[src/hdl/spq_pkg.sv]
// ----------------------------------------------------------------------------
// spq_pkg: shared types and constants for the sorted priority request queue
// Entry layout kept in the slot memory, result layout, status codes and
// controller states.
// ----------------------------------------------------------------------------
package spq_pkg;

  // request operation codes
  localparam logic MODE_INSERT = 1'b0;
  localparam logic MODE_REMOVE = 1'b1;

  // highest priority value; larger requests saturate to it
  localparam logic [6:0] TOP_PRIORITY = 7'd100;

  // result status codes
  typedef enum logic [1:0] {
    STS_INSERTED = 2'd0,
    STS_FULL     = 2'd1,
    STS_REMOVED  = 2'd2,
    STS_EMPTY    = 2'd3
  } status_t;

  // controller states
  typedef enum logic [1:0] {
    ST_IDLE,
    ST_SCAN,
    ST_POP,
    ST_DONE
  } state_t;

  // one stored request
  typedef struct packed {
    logic [6:0]  pri;
    logic [29:0] enr;
    logic [15:0] id;
  } entry_t;

  // one result beat
  typedef struct packed {
    status_t     status;
    logic [15:0] id;
    logic [29:0] enr;
    logic [4:0]  occ;
  } result_t;

endpackage

[src/hdl/spq_mem.sv]
// ----------------------------------------------------------------------------
// spq_mem: slot memory of the request queue
// Simple dual-port RAM, one write and one registered read per cycle.
// ----------------------------------------------------------------------------
module spq_mem #(
  parameter int DEPTH = 16,
  parameter int AW    = 4
) (
  input  logic                clk,
  input  logic                we,
  input  logic [AW-1:0]       waddr,
  input  spq_pkg::entry_t     wdata,
  input  logic [AW-1:0]       raddr,
  output spq_pkg::entry_t     rdata
);

  spq_pkg::entry_t mem [DEPTH];

  // write port
  always_ff @(posedge clk) begin
    if (we) begin
      mem[waddr] <= wdata;
    end
  end

  // registered read port
  always_ff @(posedge clk) begin
    rdata <= mem[raddr];
  end

endmodule

[src/hdl/spq_ctrl.sv]
// ----------------------------------------------------------------------------
// spq_ctrl: queue controller
// Keeps the slot memory as a circular buffer sorted by priority. An insert
// walks back from the tail, moving larger-priority entries up one slot, and
// drops the new entry into the gap. A remove reads the head slot.
// ----------------------------------------------------------------------------
module spq_ctrl #(
  parameter int CAPACITY = 16,
  parameter int AW       = 4,
  parameter int CW       = 5
) (
  input  logic                clk,
  input  logic                rst,
  // request side
  input  logic                in_valid,
  output logic                in_ready,
  input  logic                mode,
  input  logic [15:0]         request_id,
  input  logic [29:0]         enrollment,
  input  logic [6:0]          priority_req,
  // result side
  output logic                res_valid,
  input  logic                res_ready,
  output spq_pkg::result_t    res,
  // slot memory
  output logic                mem_we,
  output logic [AW-1:0]       mem_waddr,
  output spq_pkg::entry_t     mem_wdata,
  output logic [AW-1:0]       mem_raddr,
  input  spq_pkg::entry_t     mem_rdata
);

  spq_pkg::state_t state, state_next;
  logic [AW-1:0]   head, tail, cur;
  logic [CW-1:0]   count, rem;
  spq_pkg::entry_t new_entry;
  logic            accept, is_full, is_empty, shift;
  logic [CW-1:0]   count_inc, count_dec;
  logic [6:0]      pri_sat;

  function automatic logic [AW-1:0] ptr_prev(input logic [AW-1:0] p);
    return (p == '0) ? AW'(CAPACITY - 1) : p - AW'(1);
  endfunction

  function automatic logic [AW-1:0] ptr_next(input logic [AW-1:0] p);
    return (p == AW'(CAPACITY - 1)) ? '0 : p + AW'(1);
  endfunction

  assign accept    = in_valid && in_ready;
  assign is_full   = (count == CW'(CAPACITY));
  assign is_empty  = (count == '0);
  assign count_inc = count + CW'(1);
  assign count_dec = count - CW'(1);
  assign pri_sat   = (priority_req > spq_pkg::TOP_PRIORITY) ? spq_pkg::TOP_PRIORITY
                                                            : priority_req;

  // entry just read still sorts after the new one: move it up
  assign shift = (state == spq_pkg::ST_SCAN) && (rem != '0) &&
                 (mem_rdata.pri > new_entry.pri);

  // next state
  always_comb begin
    state_next = state;
    unique case (state)
      spq_pkg::ST_IDLE: begin
        if (accept) begin
          if (mode == spq_pkg::MODE_REMOVE) begin
            state_next = is_empty ? spq_pkg::ST_DONE : spq_pkg::ST_POP;
          end else begin
            state_next = is_full ? spq_pkg::ST_DONE : spq_pkg::ST_SCAN;
          end
        end
      end
      spq_pkg::ST_SCAN: begin
        if (!shift) state_next = spq_pkg::ST_DONE;
      end
      spq_pkg::ST_POP:  state_next = spq_pkg::ST_DONE;
      spq_pkg::ST_DONE: begin
        if (res_ready) state_next = spq_pkg::ST_IDLE;
      end
      default: state_next = spq_pkg::ST_IDLE;
    endcase
  end

  // outputs and memory controls
  always_comb begin
    in_ready  = 1'b0;
    res_valid = 1'b0;
    mem_we    = 1'b0;
    mem_waddr = cur;
    mem_wdata = shift ? mem_rdata : new_entry;
    mem_raddr = head;
    unique case (state)
      spq_pkg::ST_IDLE: begin
        in_ready  = 1'b1;
        mem_raddr = (mode == spq_pkg::MODE_REMOVE) ? head : ptr_prev(tail);
      end
      spq_pkg::ST_SCAN: begin
        mem_we    = 1'b1;
        mem_raddr = ptr_prev(ptr_prev(cur));
      end
      spq_pkg::ST_POP:  mem_raddr = head;
      spq_pkg::ST_DONE: res_valid = 1'b1;
      default: ;
    endcase
  end

  // control registers
  always_ff @(posedge clk) begin
    if (rst) begin
      state <= spq_pkg::ST_IDLE;
      head  <= '0;
      tail  <= '0;
      count <= '0;
    end else begin
      state <= state_next;
      if (state == spq_pkg::ST_SCAN && !shift) begin
        tail  <= ptr_next(tail);
        count <= count_inc;
      end
      if (state == spq_pkg::ST_POP) begin
        head  <= ptr_next(head);
        count <= count_dec;
      end
    end
  end

  // working registers and result
  always_ff @(posedge clk) begin
    unique case (state)
      spq_pkg::ST_IDLE: begin
        if (accept) begin
          new_entry.pri <= pri_sat;
          new_entry.enr <= enrollment;
          new_entry.id  <= request_id;
          cur           <= tail;
          rem           <= count;
          res.id        <= '0;
          res.enr       <= '0;
          res.occ       <= 5'(count);
          res.status    <= (mode == spq_pkg::MODE_REMOVE) ? spq_pkg::STS_EMPTY
                                                          : spq_pkg::STS_FULL;
        end
      end
      spq_pkg::ST_SCAN: begin
        if (shift) begin
          cur <= ptr_prev(cur);
          rem <= rem - CW'(1);
        end else begin
          res.status <= spq_pkg::STS_INSERTED;
          res.occ    <= 5'(count_inc);
        end
      end
      spq_pkg::ST_POP: begin
        res.status <= spq_pkg::STS_REMOVED;
        res.id     <= mem_rdata.id;
        res.enr    <= mem_rdata.enr;
        res.occ    <= 5'(count_dec);
      end
      spq_pkg::ST_DONE: ;
      default: ;
    endcase
  end

endmodule

[src/hdl/sorted_priority_request_queue.sv]
// ----------------------------------------------------------------------------
// sorted_priority_request_queue: bounded priority queue of requests
// Requests leave in ascending priority, first in first out among equals.
// ----------------------------------------------------------------------------
// Entries live in one simple dual-port RAM used as a circular buffer kept in
// sorted order. A remove issues the head read, waits for the registered RAM
// read and hands the beat to the output register. A rejected beat (full
// insert, empty remove) goes straight to the output handoff. An insert moves
// each stored entry whose priority is greater than the new one up one slot:
// the controller walks back from the tail through the single RAM read port,
// moving one entry per cycle. The output register lets a finished beat wait
// while the next request is taken. Priorities above 100 are stored as 100.
// ----------------------------------------------------------------------------
module sorted_priority_request_queue #(
  parameter int CAPACITY = 16
) (
  input  logic        clk,
  input  logic        rst,
  // request channel
  input  logic        in_valid,
  output logic        in_ready,
  input  logic        mode,
  input  logic [15:0] request_id,
  input  logic [29:0] enrollment,
  input  logic [6:0]  priority_req,
  // result channel
  output logic        out_valid,
  input  logic        out_ready,
  output logic [1:0]  status,
  output logic [15:0] out_id,
  output logic [29:0] out_enrollment,
  output logic [4:0]  occupancy
);

  localparam int AW = (CAPACITY > 1) ? $clog2(CAPACITY) : 1;
  localparam int CW = $clog2(CAPACITY + 1);

  logic             res_valid, res_ready, mem_we;
  spq_pkg::result_t res, out_q;
  logic [AW-1:0]    mem_waddr, mem_raddr;
  spq_pkg::entry_t  mem_wdata, mem_rdata;

  spq_ctrl #(
    .CAPACITY (CAPACITY),
    .AW       (AW),
    .CW       (CW)
  ) u_ctrl (
    .clk          (clk),
    .rst          (rst),
    .in_valid     (in_valid),
    .in_ready     (in_ready),
    .mode         (mode),
    .request_id   (request_id),
    .enrollment   (enrollment),
    .priority_req (priority_req),
    .res_valid    (res_valid),
    .res_ready    (res_ready),
    .res          (res),
    .mem_we       (mem_we),
    .mem_waddr    (mem_waddr),
    .mem_wdata    (mem_wdata),
    .mem_raddr    (mem_raddr),
    .mem_rdata    (mem_rdata)
  );

  spq_mem #(
    .DEPTH (CAPACITY),
    .AW    (AW)
  ) u_mem (
    .clk   (clk),
    .we    (mem_we),
    .waddr (mem_waddr),
    .wdata (mem_wdata),
    .raddr (mem_raddr),
    .rdata (mem_rdata)
  );

  // output register
  assign res_ready = !out_valid || out_ready;

  always_ff @(posedge clk) begin
    if (rst) begin
      out_valid <= 1'b0;
    end else if (res_ready) begin
      out_valid <= res_valid;
    end
  end

  always_ff @(posedge clk) begin
    if (res_ready && res_valid) begin
      out_q <= res;
    end
  end

  assign status         = out_q.status;
  assign out_id         = out_q.id;
  assign out_enrollment = out_q.enr;
  assign occupancy      = out_q.occ;

`ifndef SYNTHESIS
  // one request in flight at a time
  a_one_in_flight: assert property (@(posedge clk) disable iff (rst)
    (in_valid && in_ready) |=> !in_ready)
    else $error("request accepted while another is in flight");

  // a dropped insert reports a full queue
  a_full_occ: assert property (@(posedge clk) disable iff (rst)
    (out_valid && status == spq_pkg::STS_FULL) |-> (occupancy == 5'(CAPACITY)))
    else $error("full status with queue not full");

  // an empty remove reports zero occupancy
  a_empty_occ: assert property (@(posedge clk) disable iff (rst)
    (out_valid && status == spq_pkg::STS_EMPTY) |-> (occupancy == 5'd0))
    else $error("empty status with entries stored");

  // only a remove carries request data
  a_zero_data: assert property (@(posedge clk) disable iff (rst)
    (out_valid && status != spq_pkg::STS_REMOVED) |->
      (out_id == '0 && out_enrollment == '0))
    else $error("request data on a non-remove beat");
`endif

endmodule
[config.mk]
export PLATFORM = sky130hd
export DESIGN_NAME = sorted_priority_request_queue
export DESIGN_NICKNAME = d
export VERILOG_FILES = /design/src/hdl/spq_pkg.sv /design/src/hdl/spq_mem.sv /design/src/hdl/spq_ctrl.sv /design/src/hdl/sorted_priority_request_queue.sv
export SDC_FILE = /design/constraint.sdc
export NUM_CORES = 1
export LEC_CHECK = 0
export BUFFER_PORTS_ARGS = -buffer_cell sky130_fd_sc_hd__buf_2
export CORE_UTILIZATION = 56
export CTS_CLUSTER_DIAMETER = 30
export DETAILED_ROUTE_END_ITERATION = 16
export GPL_TIMING_DRIVEN = 0
export HOLD_SLACK_MARGIN = 0.02
export PLACE_DENSITY = 0.76
export SYNTH_ARGS = -nofsm -noshare
export SYNTH_HDL_FRONTEND = slang
export SYNTH_SLANG_ARGS = --single-unit
[constraint.sdc]
create_clock -name clk -period 5.2 [get_ports clk]
set_input_delay 1.04 -clock clk [delete_from_list [all_inputs] [get_ports clk]]
set_output_delay 1.04 -clock clk [all_outputs]
set_load 0.02 [all_outputs]
# Yosys cells after proc, flatten, opt, wreduce, memory -nomap -nowiden
# Memory sizes are Yosys's and may differ from the RTL's. A register that Yosys moved wholly into a read port is not among the register bits.
# Cells that the tools add are included.
[totals]
romBits = 0
latch_bits = 0
ff_bits = 184
input_bits = 58
wordCells = 97
out_inout_bits = 55
ram_bits = 848
mem_count = 1
[mem_list]
columns = ["name", "depth", "word_bits", "rd", "rd_ports_with_merged_regs", "wr", "line_no", "text"]
rows = [
  ["u_mem.mem", 16, 53, 1, 1, 1, "spq_mem.sv:17", "spq_pkg::entry_t mem [DEPTH];"],
]
[classes]
order_cmp = 2
n_eq_ne = 10
n_addsub = 8
mux = 35
div_mod_pow = 0
reduce_logical = 23
bitwise = 0
n_shift = 0
multipliers = 0
[op_table]
columns = ["cell", "n"]
rows = [
  ["53-bit 2-to-1 mux", 2],
  ["46-bit one-hot mux with 2 select lines", 1],
  ["4-bit 2-to-1 mux", 8],
  ["5-bit 2-to-1 mux", 5],
  ["4-bit one-hot mux with 2 select lines", 2],
  ["5-bit one-hot mux with 3 select lines", 1],
  ["2-bit 2-to-1 mux", 7],
  ["4-bit zero test", 3],
  ["4-bit by 1-bit subtractor with 4-bit output, second input constant", 3],
  ["5-bit one-hot mux with 2 select lines", 1],
  ["5-bit by 1-bit subtractor with 5-bit output, second input constant", 2],
  ["3-bit AND reduction", 3],
  ["4-bit by 1-bit adder with 4-bit output, second input constant", 2],
  ["4-bit == test, second input constant", 2],
  ["2-bit one-hot mux with 4 select lines", 1],
  ["7-bit > comparator", 1],
  ["7-bit > comparator, second input constant", 1],
  ["1-bit 2-to-1 mux", 6],
  ["2-bit one-hot mux with 3 select lines", 1],
  ["2-bit nonzero test", 3],
  ["5-bit by 1-bit adder with 5-bit output, second input constant", 1],
  ["5-bit == test, second input constant", 1],
  ["1-bit logical AND", 5],
  ["5-bit zero test", 1],
  ["10 further kinds", 15],
]

# Logic depth before layout (Yosys ltp)
# Gate-level depths: netlist of run 1.
[depth]
depth_word = 7
ltp_mapped = 13
mapped_depth_nobuf = 9

# Cells and area by module
# Synthesis of run 1 repeated with hierarchy kept, for this count alone.
[unflattened]
hier_cells = 1904
hier_area_um2 = 40655.2
[modules_own_cells]
columns = ["module", "seq_area_each_um2", "area_per_inst_um2", "cells_each", "n_inst"]
rows = [
  ["spq_mem", 26525.4, 32807.7, 1370, 1],
  ["spq_ctrl", 3753.6, 6200.9, 476, 1],
  ["sorted_priority_request_queue", 1611.5, 1646.6, 58, 1],
]

# Worst setup path before layout of run 1
# No wires, ideal clock.
[synth_timing]
path_kind = "flip-flop to flip-flop"
start = "register u_ctrl.state[1]"
end = "memory u_mem.mem[3][0] (netlist bit) (enable)"
path_buffers = 3
path_stages_with_launch = 8
t_arrival_ns = 5.098
synth_period_minus_slack_ns = 5.626
setup_ns = 0.529
setup_slack_ns = -0.426
required_ns = 4.671
path_cell_list = "dfxtp_1 -> inv_1 -> ha_1 -> clkbuf_8 -> clkbuf_1 -> buf_1 -> nand2_1 -> nor3_1"
[synth_via]
elab_chain_len = 4
[synth_lines]
columns = ["element", "line_no", "text"]
rows = [
  ["start, declared", "spq_ctrl.sv:33", "spq_pkg::state_t state, state_next;"],
  ["start signal, assigned", "spq_ctrl.sv:111", "state <= spq_pkg::ST_IDLE;"],
  ["start signal, assigned", "spq_ctrl.sv:116", "state <= state_next;"],
  ["2-bit by 1-bit == test with 1-bit output", "spq_ctrl.sv:93", "unique case (state)"],
  ["1-bit 2-to-1 mux", "spq_ctrl.sv:93", ""],
  ["1-bit 2-to-1 mux", "spq_mem.sv:21", "if (we) begin"],
  ["1-bit 2-to-1 mux (not written as such)", "spq_mem.sv:22", "mem[waddr] <= wdata;"],
  ["end, declared", "spq_mem.sv:17", ""],
]
# No other way between the ends.

==> results of run 1 <==
==> placed cells by master, fill, tap and decap left out, types with 29 or more instances in the layout <==
cell type	instances
nand2_1	353
a221o_1	54
mux2_2	154
mux2i_1	214
buf_2	146
clkbuf_1	89
a32oi_1	107
nor2_1	29
dfxtp_1	69
clkbuf_16	187
clkinv_2	30
edfxtp_1	1016
a21oi_1	129
and2_1	49
o22ai_1	52
==> state kept, by name (all words and copies together), names as in the netlist <==
register	flops
u_mem.mem	848
u_ctrl.new_entry	53
u_ctrl.res	53
u_mem.rdata	53
out_enrollment	30
out_id	16
occupancy	5
u_ctrl.count	5
u_ctrl.rem	5
u_ctrl.head	4
u_ctrl.mem_waddr	4
u_ctrl.tail	4
status	2
u_ctrl.state	2
out_valid	1
==> cells by family after synthesis <==
logic type | count (synthesis) | share of synthesized area [%]
flip-flops | 1085 | 75.46
AND/OR/NAND/NOR | 501 | 5.172
AO/OA/AOI/OAI | 393 | 6.735
multiplexers | 368 | 9.172
buffers and inverters | 181 | 2.537
adder cells (fa/ha/maj) | 25 | 0.7401
XOR/XNOR | 9 | 0.1865
==> worst min path at each step <==
stage | from | to | slack, ns | depth (start not counted)
after detailed placement | u_ctrl.res[31] | out_enrollment[26] | 0.40 | 0
after CTS | u_ctrl.res[43] | out_id[8] | 0.41 | 0
after global routing | u_ctrl.res[43] | out_id[8] | 0.41 | 0
final | u_ctrl.res[43] | out_id[8] | 0.41 | 0
after global placement | u_ctrl.res[19] | out_enrollment[14] | 0.40 | 0
after floorplan | u_ctrl.res[0] | occupancy[0] | 0.40 | 0
==> per-layer routing <==
metal  vias up  routed length, µm
met5         -                 13
met1     12614              39390
met4         2               4078
li1      10710                  -
met3       281               9301
met2      1570              51160
==> per-stage QoR <==
stage	instances	utilization, %	TNS [ns]	hold slack [ns]
2_1_floorplan	2562	-	-67.68	0.4003
3_3_place_gp	3642	59.05	-1672.37	0.4005
3_5_place_dp	3693	60.40	0	0.4045
4_1_cts	4039	68.68	0	0.4106
5_1_grt	4040	68.69	0	0.4145
6_report	4042	68.69	0	0.4096
==> final cells by class <==
cell class                      count  area, µm²  share of cell area [%]
Sequential cell                  1085      31890                   62.26
Multi-Input combinational cell   1296       9438                   18.42
Clock buffer                      224       4908                   9.582
Timing Repair Buffer              163       1433                   2.797
Clock inverter                    122       1266                   2.472
Tap cell                          969       1212                   2.367
Buffer                            157      979.7                   1.913
Inverter                           24      92.59                  0.1807
Antenna cell                        2      5.005                0.009770
==> synthesized netlist by cell type (all sizes together) (2+ instances only) <==
library cell     n
nand3           10
nand2          355
o21ai           16
and3             4
o21bai           2
buf             68
nor2            43
xor2             3
nor2b            9
a22oi            2
xnor2            6
o311a            2
o41ai            3
ha              25
nor3            10
a311oi           2
a311o            2
or3              2
o311ai           2
nor3b            3
mux2           154
dfxtp           69
clkbuf          86
o22ai           52
a221o           54
and2            50
a32oi          107
a31oi            6
inv             24
a21oi          130
nand2b           9
edfxtp        1016
o211ai           3
o31ai            3
dlygate4sd1      3
mux2i          214
==> where the power goes <==
part	internal (mW)	switching, mW
combinational	4.19	7.71
clock	7.44	4.30
sequential	11.5	0.408
==> key figures, run 1 <==
Outcome
  • Outcome: finished, final reports clean

Yosys
  • Yosys reg bits: 1085
  • Synth area leader: edfxtp_1
  • Post-synth EDFFs: 1016
  • Netlist Area Pre-Place: 0.04226 mm²
  • Post-synth ARST share: 0%
  • Largest cells by area after synthesis: edfxtp_1 72%, mux2i_1 5.1%, mux2_2 4.1%
  • Synth cell types: 69
  • Synthesized net count: 2645
  • Main flop type after synthesis: edfxtp_1
  • Yosys warns: 0
  • Mean area per synthesized cell: 16.50 µm²
  • Post-synthesis sequential area ratio: 75.46%
  • Cells after synthesis: 2562
  • Yosys top cell area share: 72.19%

Worst setup path
  • CP max-delay cell: clkbuf_1
  • CP startpoint kind: register
  • Critical path fanouts, max: 12
  • R2r endpoint: u_mem.mem[8][47]
  • R2r setup slk: 0.63 ns
  • Crit-path most repeated cell: clkbuf_1
  • Critical Path Sink: u_mem.mem[8][47]
  • CP required: 5.66 ns
  • CP delay by family, top: buffers and inverters
  • Critical-path cell list: inv_1, ha_1, nand4_1, o32a_1, o311a_1, clkbuf_1, buf_1, clkbuf_1, o21ai_0, buf_2
  • Reg2reg path depth: 10
  • Critical path arrival: 5.03 ns
  • Critical Path Source: u_ctrl.new_entry[51]
  • Cell count along the critical path: 10
  • Worst Setup End Kind: register
  • Slowest Stage Delay on Critical Path: 1.06 ns
  • Worst Path Buf+Inv: 5
  • WS Path Type: reg -> reg
  • Origin of the critical flop-to-flop path: u_ctrl.new_entry[51]

Timing
  • Slew Viols, Final: 0
  • Clock period minus worst slack: 4.575 ns
  • Unrepaired setup endpoints after global routing: no
  • Slew margin rel.: 1.967%
  • Final worst clock skew: 0.03896 ns
  • Final worst slack: 0.6251 ns
  • Top achievable clock speed: 218.6 MHz
  • Period utilisation layout: 87.98%
  • Hold Fails Final Rpt: 0
  • Least-Margin Pin Slew: 1.470 ns
  • Final count of negative-setup-slack endpoints: 0

Power
  • Worst IR Drop VDD: 0.4149 mV
  • PwrDens: 694.6 mW/mm²
  • Static Leak: 17.74 nW
  • Total Power: 35.58 mW

Floorplanning
  • Width of the die: 276.7 µm
  • Num rows: 100
  • Total die area: 0.07657 mm²
  • Ports: 113
  • Chip Height: 276.7 µm
  • Initial core utilization: 56.67%
  • Core Area: 0.07457 mm²

Place
  • Placer Congestion: 0.8397
  • Worst slack, placed: 0.5846 ns
  • HPWL after DPL: 65.17 mm
  • Area of placed instances: 0.04504 mm²
  • IO Port Bufs: 111

Routing
  • DRT antenna net count: 0
  • Iteration-0 DRC Markers: 2972
  • Via count: 25.18k
  • Detailed-route wire length per cell: 25.72 µm
  • Drt drc: 0
  • Vias per inst: 6.229
  • Drt pass-1 iters: 6
  • Final WL: 103.9 mm

Cells and area
  • Final Instance Area: 0.05123 mm²
  • Fillers: 4511
  • Fin nets: 2993
  • Layout cell share with drive strength beyond 1: 24.03%
  • Area grow syn2layout: 21.21%

Global route
  • Met3 GRT Util: 5.172%
  • Initial antenna violation count: 5
  • Pin count of the biggest net entering global routing: 34
  • Vias in the first global route: 25.69k
  • Top Usage Layer GRT: met2
  • Tot GR Track Use: 26.97%
  • Met1 Resource Use GR: 34.22%
  • Grt met2 use: 45.27%
  • First-pass GRT wire length: 154.6 mm
  • Global route total overflow: 0

Clock tree
  • Worst-skew pair later-pin latency: 0.76 ns
  • H-tree depth: 4
  • CTS sink count: 1085
  • Num CTS Buffers: 183
  • Post-cts resize count: 0
  • Reg clk slew, reported paths: 0.05 ns
  • Clock root buffer: clkbuf_16
  • CTS tree: done
  • Setup Fix Bufs, Post-CTS: 0
  • Clock buffer depth: 3
  • Hold-fix buffers, CTS: 0

Job
  • Max-Cap Viols: 0

Min path
  • Hold WC Path Type: reg -> reg
(Power assumes the default switching activity.)
==> run 2: changes to the inputs <==
--- a/config.mk
+++ b/config.mk
@@ -6,12 +6,12 @@
 export NUM_CORES = 1
 export LEC_CHECK = 0
 export BUFFER_PORTS_ARGS = -buffer_cell sky130_fd_sc_hd__buf_2
-export CORE_UTILIZATION = 56
+export CORE_UTILIZATION = 30
+export CTS_BUF_LIST = sky130_fd_sc_hd__clkbuf_8
 export CTS_CLUSTER_DIAMETER = 30
 export DETAILED_ROUTE_END_ITERATION = 16
 export GPL_TIMING_DRIVEN = 0
 export HOLD_SLACK_MARGIN = 0.02
-export PLACE_DENSITY = 0.76
 export SYNTH_ARGS = -nofsm -noshare
 export SYNTH_HDL_FRONTEND = slang
 export SYNTH_SLANG_ARGS = --single-unit
==> run 2 against run 1 <==
Against the previous run: largest power group unchanged; largest cell class unchanged; count of clock-buffer cells in the layout increased by 9; global-route usage decreased by 12 points; register-to-register slack improved by 0.36 ns; non-clock buffer count increased by 3; setup slack improved by 0.36 ns; sequential power about the same; clock power decreased by 18%; final cell count increased by 24%.
==> key figures, run 2 (synthesis gave the netlist of run 1 again) <==
Global route
  • Initial antenna violation count: 3 (-2)
  • Global route total overflow: 0 (unchanged)
  • Vias in the first global route: 23.91k (-6.9%)
  • Pin count of the biggest net entering global routing: 30 (-12%)
  • First-pass GRT wire length: 153.8 mm (-0.54%)
  • Tot GR Track Use: 14.54% (-12 points)

Timing
  • Slew Viols, Final: 0 (unchanged)
  • Slew margin rel.: 7.452% (+5.5 points)
  • Least-Margin Pin Slew: 1.388 ns (-0.08227 ns)
  • Period utilisation layout: 81.13% (-6.9 points)
  • Final count of negative-setup-slack endpoints: 0 (unchanged)
  • Final worst clock skew: 0.04546 ns (+0.006500 ns)
  • Final hold slack: 0.3026 ns (-0.1070 ns)
  • Unrepaired setup endpoints after global routing: no
  • Top achievable clock speed: 237.0 MHz (+8.4%)
  • Clock period minus worst slack: 4.219 ns (-0.3562 ns)
  • Hold Fails Final Rpt: 0 (unchanged)

Worst setup path
  • Critical path fanouts, max: 16 (+4)
  • CP required: 5.75 ns (+0.09 ns)
  • WS Path Type: reg -> reg
  • Critical path arrival: 4.77 ns (-0.26 ns)
  • Worst Setup End Kind: register
  • CP startpoint kind: register

Clock tree
  • CTS tree: done
  • Worst-skew pair later-pin latency: 0.92 ns (+0.16 ns)
  • Reg clk slew, reported paths: 0.05 ns (about the same)
  • Setup Fix Bufs, Post-CTS: 0 (unchanged)
  • Clock buffer depth: 3 (unchanged)
  • Hold-fix buffers, CTS: 0 (unchanged)
  • Num CTS Buffers: 223 (+22%)
  • CTS sink count: 1085 (unchanged)
  • Post-cts resize count: 0 (unchanged)
  • H-tree depth: 4 (unchanged)
  • Clock root buffer: clkbuf_8

Floorplanning
  • Ports: 113 (unchanged)
  • Core Area: 0.1397 mm² (+87%)
  • Num rows: 137 (+37%)
  • Initial core utilization: 30.25% (-26 points)
  • Chip Height: 377.3 µm (+36%)
  • Total die area: 0.1424 mm² (+86%)
  • Width of the die: 377.3 µm (+36%)

Place
  • Placed cells: 4604 (+25%)
  • HPWL after DPL: 68.90 mm (+5.7%)
  • IO Port Bufs: 111 (unchanged)
  • Placer Congestion: 0.7855 (-6.5%)

Cells and area
  • Area grow syn2layout: 21.18% (about the same)
  • Final std cells w/o fill: 5027 (+24%)
  • Commonest non-fill, non-tap cells in the layout: 1016 x edfxtp_1, 353 x nand2_1, 252 x clkbuf_8
  • Max FFs per register: 848 (unchanged)
  • Fin nets: 3036 (+1.4%)
  • Fillers: 13.09k (+190%)
  • Reg with most FFs: u_mem.mem
  • Final Core Density: 36.66% (-32 points)
  • Layout cell share with drive strength beyond 1: 25.11% (+1.1 points)
  • Most common cell after layout, fill and taps aside: edfxtp_1

Power
  • Worst IR Drop VDD: 0.3370 mV (-19%)
  • PwrDens: 649.7 mW/mm² (-6.5%)
  • Static Leak: 17.43 nW (-1.7%)

Routing
  • Via count: 23.62k (-6.2%)
  • Final WL: 104.3 mm (+0.33%)
  • Drt drc: 0 (unchanged)
  • Iteration-0 DRC Markers: 1992 (-33%)
  • Vias per inst: 4.699 (-25%)
  • Detailed-route wire length per cell: 20.74 µm (-19%)
  • Drt pass-1 iters: 6 (unchanged)
  • DRT antenna net count: 0 (unchanged)

Min path
  • Hold WC Path Type: in -> reg

Outcome
  • Outcome: finished, final reports clean

Job
  • Max-Cap Viols: 0 (unchanged)
## run 2: metal layers
metal  GRT usage (%)  share of wire (%)
met5               0                  0
met4           5.016                2.2
met3           3.009                5.6
met2           24.54                 50
met1           18.45                 42
## run 2: final cells by class
type	instances	area [µm²]	area share [%]
flip-flops and latches	1085	31890	62.27
diodes	1	2.502	0.004886
clock inverters	189	1794	3.503
well taps	1876	2347	4.583
multi-input cells	1296	9438	18.43
repair buffers	166	1461	2.854
inverters	24	92.59	0.1808
clock buffers	233	3207	6.262
plain buffers	157	979.7	1.913
## run 2: per-stage QoR
| step | area [µm²] | power, mW | worst slack [ns] | setup TNS, ns |
|---|---|---|---|---|
| final | 51210 | 33.27 | 0.9813 | 0 |
| after global routing | 51210 | 34.83 | 0.6455 | 0 |
| after CTS | 51210 | 33.63 | 0.7483 | 0 |
| after detailed placement | 46210 | 23.89 | 0.7725 | 0 |
| after global placement | 45170 | 23.65 | -4.913 | -2105.56 |
| after floorplan | 42270 | 19.55 | -0.4257 | -67.68 |
## run 2: path summary, 6_finish.rpt
kind | end | depth (start not counted) | start | slack [ns]
worst min register to register | out_enrollment[20] | 0 | u_ctrl.res[25] | 0.41
worst min-delay path | u_ctrl.new_entry[29] | 1 | enrollment[13] | 0.30
worst max-delay path | u_mem.mem[3][49] | 11 | u_ctrl.new_entry[47] | 0.98
worst max register to register | u_mem.mem[3][49] | 11 | u_ctrl.new_entry[47] | 0.98
## run 2: power by group
group / leakage, nW / switching (mW) / internal, mW
Sequential: 9.82 / 0.354 / 11.5
Combinational: 4.98 / 7.56 / 4.19
Clock: 2.64 / 3.98 / 5.67
Total: 17.4 / 11.9 / 21.4
## run 2: worst max-delay path: stages, from the launching register on
cell	delay [ns]
edfxtp_1	0.36
inv_1	0.07
ha_1	0.28
nor2b_1	0.13
o21ai_0	0.09
a21oi_1	0.20
o311a_1	0.16
clkbuf_1	1.00
buf_1	0.50
clkbuf_1	0.48
nand2_1	0.10
o21ai_1	0.51
==> run 3: changes to the inputs <==
--- a/config.mk
+++ b/config.mk
@@ -5,6 +5,7 @@
 export SDC_FILE = /design/constraint.sdc
 export NUM_CORES = 1
 export LEC_CHECK = 0
+export ABC_AREA = 1
 export BUFFER_PORTS_ARGS = -buffer_cell sky130_fd_sc_hd__buf_2
 export CORE_UTILIZATION = 30
 export CTS_BUF_LIST = sky130_fd_sc_hd__clkbuf_8
==> constraint.sdc (replaced) <==
create_clock -name clk -period 4.05 [get_ports clk]
set_input_delay 0.81 -clock clk [delete_from_list [all_inputs] [get_ports clk]]
set_output_delay 0.81 -clock clk [all_outputs]
set_load 0.02 [all_outputs]
==> run 3 against run 2 <==
Against the previous run: core utilization fell by 0.19 points; fmax rose by 11%; sequential share of layout area fell by 4.6 points; count of clock-buffer cells in the layout rose by 5; synthesized cell count rose by 59%; area after synthesis rose by 8.4%; via count rose by 34%.
==> key figures, run 3 <==
Yosys
  • Netlist Area Pre-Place: 0.04583 mm² (+8.4%)
  • Post-synthesis sequential area ratio: 69.59% (-5.9 points)
  • Main flop type after synthesis: edfxtp_1
  • Synthesized net count: 4156 (+57%)
  • Post-synth EDFFs: 1016 (unchanged)
  • Mux share of post-synthesis cell area: 1.130% (-8.0 points)
  • Synth area leader: edfxtp_1
  • Post-synth ARST share: 0% (unchanged)
  • Yosys reg bits: 1085 (unchanged)
  • Most common library cells after synthesis: 1016 x edfxtp_1, 977 x nand3_1, 915 x nand2_1
  • Combinational family with the most area after synthesis: simple AND/OR/NAND/NOR gates
  • Cells after synthesis: 4073 (+59%)
  • Area share of fa/ha/maj cells after synthesis: 0.6826% (-0.058 points)
  • Yosys top cell area share: 66.58% (-5.6 points)
  • Synth cell types: 34 (-51%)
  • Post-Synth Simple-Gate Area: 19.75% (+15 points)
  • Yosys warns: 0 (unchanged)
  • Largest cells by area after synthesis: edfxtp_1 67%, nand3_1 11%, nand2_1 7.5%
  • Synth Area in XOR/XNOR: 0.1147% (-0.072 points)
  • Mean area per synthesized cell: 11.25 µm² (-32%)
  • Compound-Gate Fraction of Synth Area: 0.9966% (-5.7 points)
  • Count leader, synth: edfxtp_1

Timing
  • Slew margin rel.: 9.189% (+1.7 points)
  • Setup TNS: 0 ns (unchanged)
  • Top achievable clock speed: 263.4 MHz (+11%)
  • Final count of negative-setup-slack endpoints: 0 (unchanged)
  • Clock period minus worst slack: 3.797 ns (-0.4219 ns)
  • Hold Fails Final Rpt: 0 (unchanged)
  • Unrepaired setup endpoints after global routing: no
  • Slew Viols, Final: 0 (unchanged)
  • Final hold slack: 0.1200 ns (-0.1826 ns)
  • Period utilisation layout: 93.75% (+13 points)
  • Final worst clock skew: 0.04593 ns (+0.0004710 ns)
  • Least-Margin Pin Slew: 1.362 ns (-0.02624 ns)

Routing
  • Via count: 31.56k (+34%)
  • Final WL: 130.1 mm (+25%)
  • Iteration-0 DRC Markers: 3037 (+52%)
  • Detailed-route wire length per cell: 19.40 µm (-6.5%)
  • Vias per inst: 4.708 (+0.19%)
  • Drt drc: 0 (unchanged)
  • DRT antenna net count: 0 (unchanged)
  • Drt pass-1 iters: 8 (+2)

Cells and area
  • Area grow syn2layout: 20.76%
  • Reg with most FFs: u_mem.mem
  • Fin nets: 4560 (+50%)
  • Final Core Density: 36.47% (-0.19 points)
  • Max FFs per register: 848 (unchanged)
  • Most common cell after layout, fill and taps aside: edfxtp_1
  • Commonest non-fill, non-tap cells in the layout: 1016 x edfxtp_1, 977 x nand3_1, 915 x nand2_1
  • Layout cell share with drive strength beyond 1: 17.11% (-8.0 points)

Outcome
  • Outcome: finished, final reports clean

Job
  • Max-Cap Viols: 0 (unchanged)

Place
  • IO Port Bufs: 112 (+0.90%)
  • Placer Congestion: 0.8552 (+8.9%)
  • HPWL after DPL: 87.54 mm (+27%)

Global route
  • Pin count of the biggest net entering global routing: 29 (-3.3%)
  • Tot GR Track Use: 16.79% (+2.2 points)
  • First-pass GRT wire length: 193.4 mm (+26%)
  • Global route total overflow: 0 (unchanged)
  • Initial antenna violation count: 6 (+3)
  • Vias in the first global route: 30.91k (+29%)

Clock tree
  • CTS tree: done
  • H-tree depth: 4 (unchanged)
  • Clock buffer depth: 3 (unchanged)
  • Clock root buffer: clkbuf_8
  • Reg clk slew, reported paths: 0.06 ns (about the same)
  • Worst-skew pair later-pin latency: 0.91 ns (about the same)
  • CTS sink count: 1085 (unchanged)
  • Setup Fix Bufs, Post-CTS: 0 (unchanged)
  • Num CTS Buffers: 221 (-0.90%)

Floorplanning
  • Ports: 113 (unchanged)
  • Core Area: 0.1517 mm² (+8.6%)
  • Total die area: 0.1543 mm² (+8.4%)
  • Num rows: 143 (+4.4%)
  • Chip Height: 392.8 µm (+4.1%)
  • Width of the die: 392.8 µm (+4.1%)
  • Initial core utilization: 30.20% (-0.049 points)

Worst setup path
  • CP max-delay cell: a21oi_2
  • Critical path fanouts, max: 16 (unchanged)
  • CP required: 4.61 ns (-1.14 ns)
  • Critical path arrival: 4.36 ns (-0.41 ns)
  • Worst Path Buf+Inv: 3 (-1)
  • Slowest Stage Delay on Critical Path: 0.69 ns (-0.31 ns)
  • WS Path Type: reg -> reg
  • Worst Setup End Kind: register
  • CP startpoint kind: register
  • Critical-path cell list: inv_1, ha_1, nand2_1, o21ai_0, a21oi_1, nand2_1, buf_2, buf_2, nor2_1, a21oi_2
  • CP delay by family, top: compound AO/OA/AOI/OAI gates

Min path
  • Hold WC Path Type: in -> reg
## run 3: cell count changes in the layout (fill, tap and decap cells not counted), sizes merged, moves of 50 or more
cell,before,now
a221o,54,0
nand2,355,921
a21oi,130,37
mux2,154,46
nand3b,1,54
and2,50,0
mux2i,214,0
a32oi,107,0
buf,234,348
o22ai,52,0
inv,76,628
nand3,10,977
## run 3: routing by layer
layer | part of all wire, % | track usage [%] | up-vias | routed length, µm
li1 | - | - | 14678 | -
met1 | 42 | 21.41 | 15453 | 54390
met2 | 48 | 27.90 | 1215 | 62720
met3 | 7.1 | 3.317 | 217 | 9195
met4 | 2.9 | 6.586 | 0 | 3771
met5 | 0 | 0 | - | 0
## run 3: final cells by class
class	instances	area, µm²
Multi-Input combinational cell	2174	10560
Tap cell	2030	2540
Clock inverter	178	1852
Sequential cell	1085	31890
Inverter	574	2157
Antenna cell	4	10.01
Clock buffer	238	3276
Timing Repair Buffer	181	1660
Buffer	240	1395
Fill cell	14951	96390
## run 3: final timing paths
path | cells past startpoint | endpoint | start | slack, ns
setup / recovery | 10 | u_mem.mem[0][51] | u_ctrl.rem[0] | 0.25
hold / removal | 1 | u_ctrl.new_entry[38] | enrollment[22] | 0.12
setup reg to reg | 10 | u_mem.mem[0][51] | u_ctrl.rem[0] | 0.25
hold reg to reg | 0 | out_enrollment[28] | u_ctrl.res[33] | 0.41
## run 3: worst register-to-register path: stages, from the launching register on
cell and delay, ns:
edfxtp_1 0.42, inv_1 0.08, ha_1 0.17, nand2_1 0.09
o21ai_0 0.37, a21oi_1 0.08, nand2_1 0.58, buf_2 0.55
buf_2 0.36, nor2_1 0.09, a21oi_2 0.69
## run 3: cells by family (layout without fill, tap and decap cells)
group	Yosys count	after routing
AO/OA/AOI/OAI	83	83
AND/OR/NAND/NOR	2014	2014
multiplexers	46	46
other	0	4
buffers and inverters	814	1411
XOR/XNOR	6	6
flip-flops	1085	1085
adder cells (fa/ha/maj)	25	25
## run 3: per-stage QoR
| stage | setup WS, ns | instance area (µm²) | cells |
|---|---|---|---|
| after floorplan | 0.1302 | 45830 | 4073 |
| after global placement | -3.016 | 48930 | 6215 |
| after detailed placement | -0.2809 | 49870 | 6253 |
| after CTS | 0.05750 | 55330 | 6700 |
| after global routing | 0.08647 | 55330 | 6702 |
| final | 0.2532 | 55340 | 6704 |
## run 3: timing repair
item	4_1_cts	5_1_grt
resized for setup	5	2
hold buffers	31	0
setup endpoints to repair	64	7
endpoints found under the hold margin	31	0
Power of run 3 is left out: the tool's default activity adds up to more than one toggle a clock period on the data nets, which glitch-free logic cannot reach.
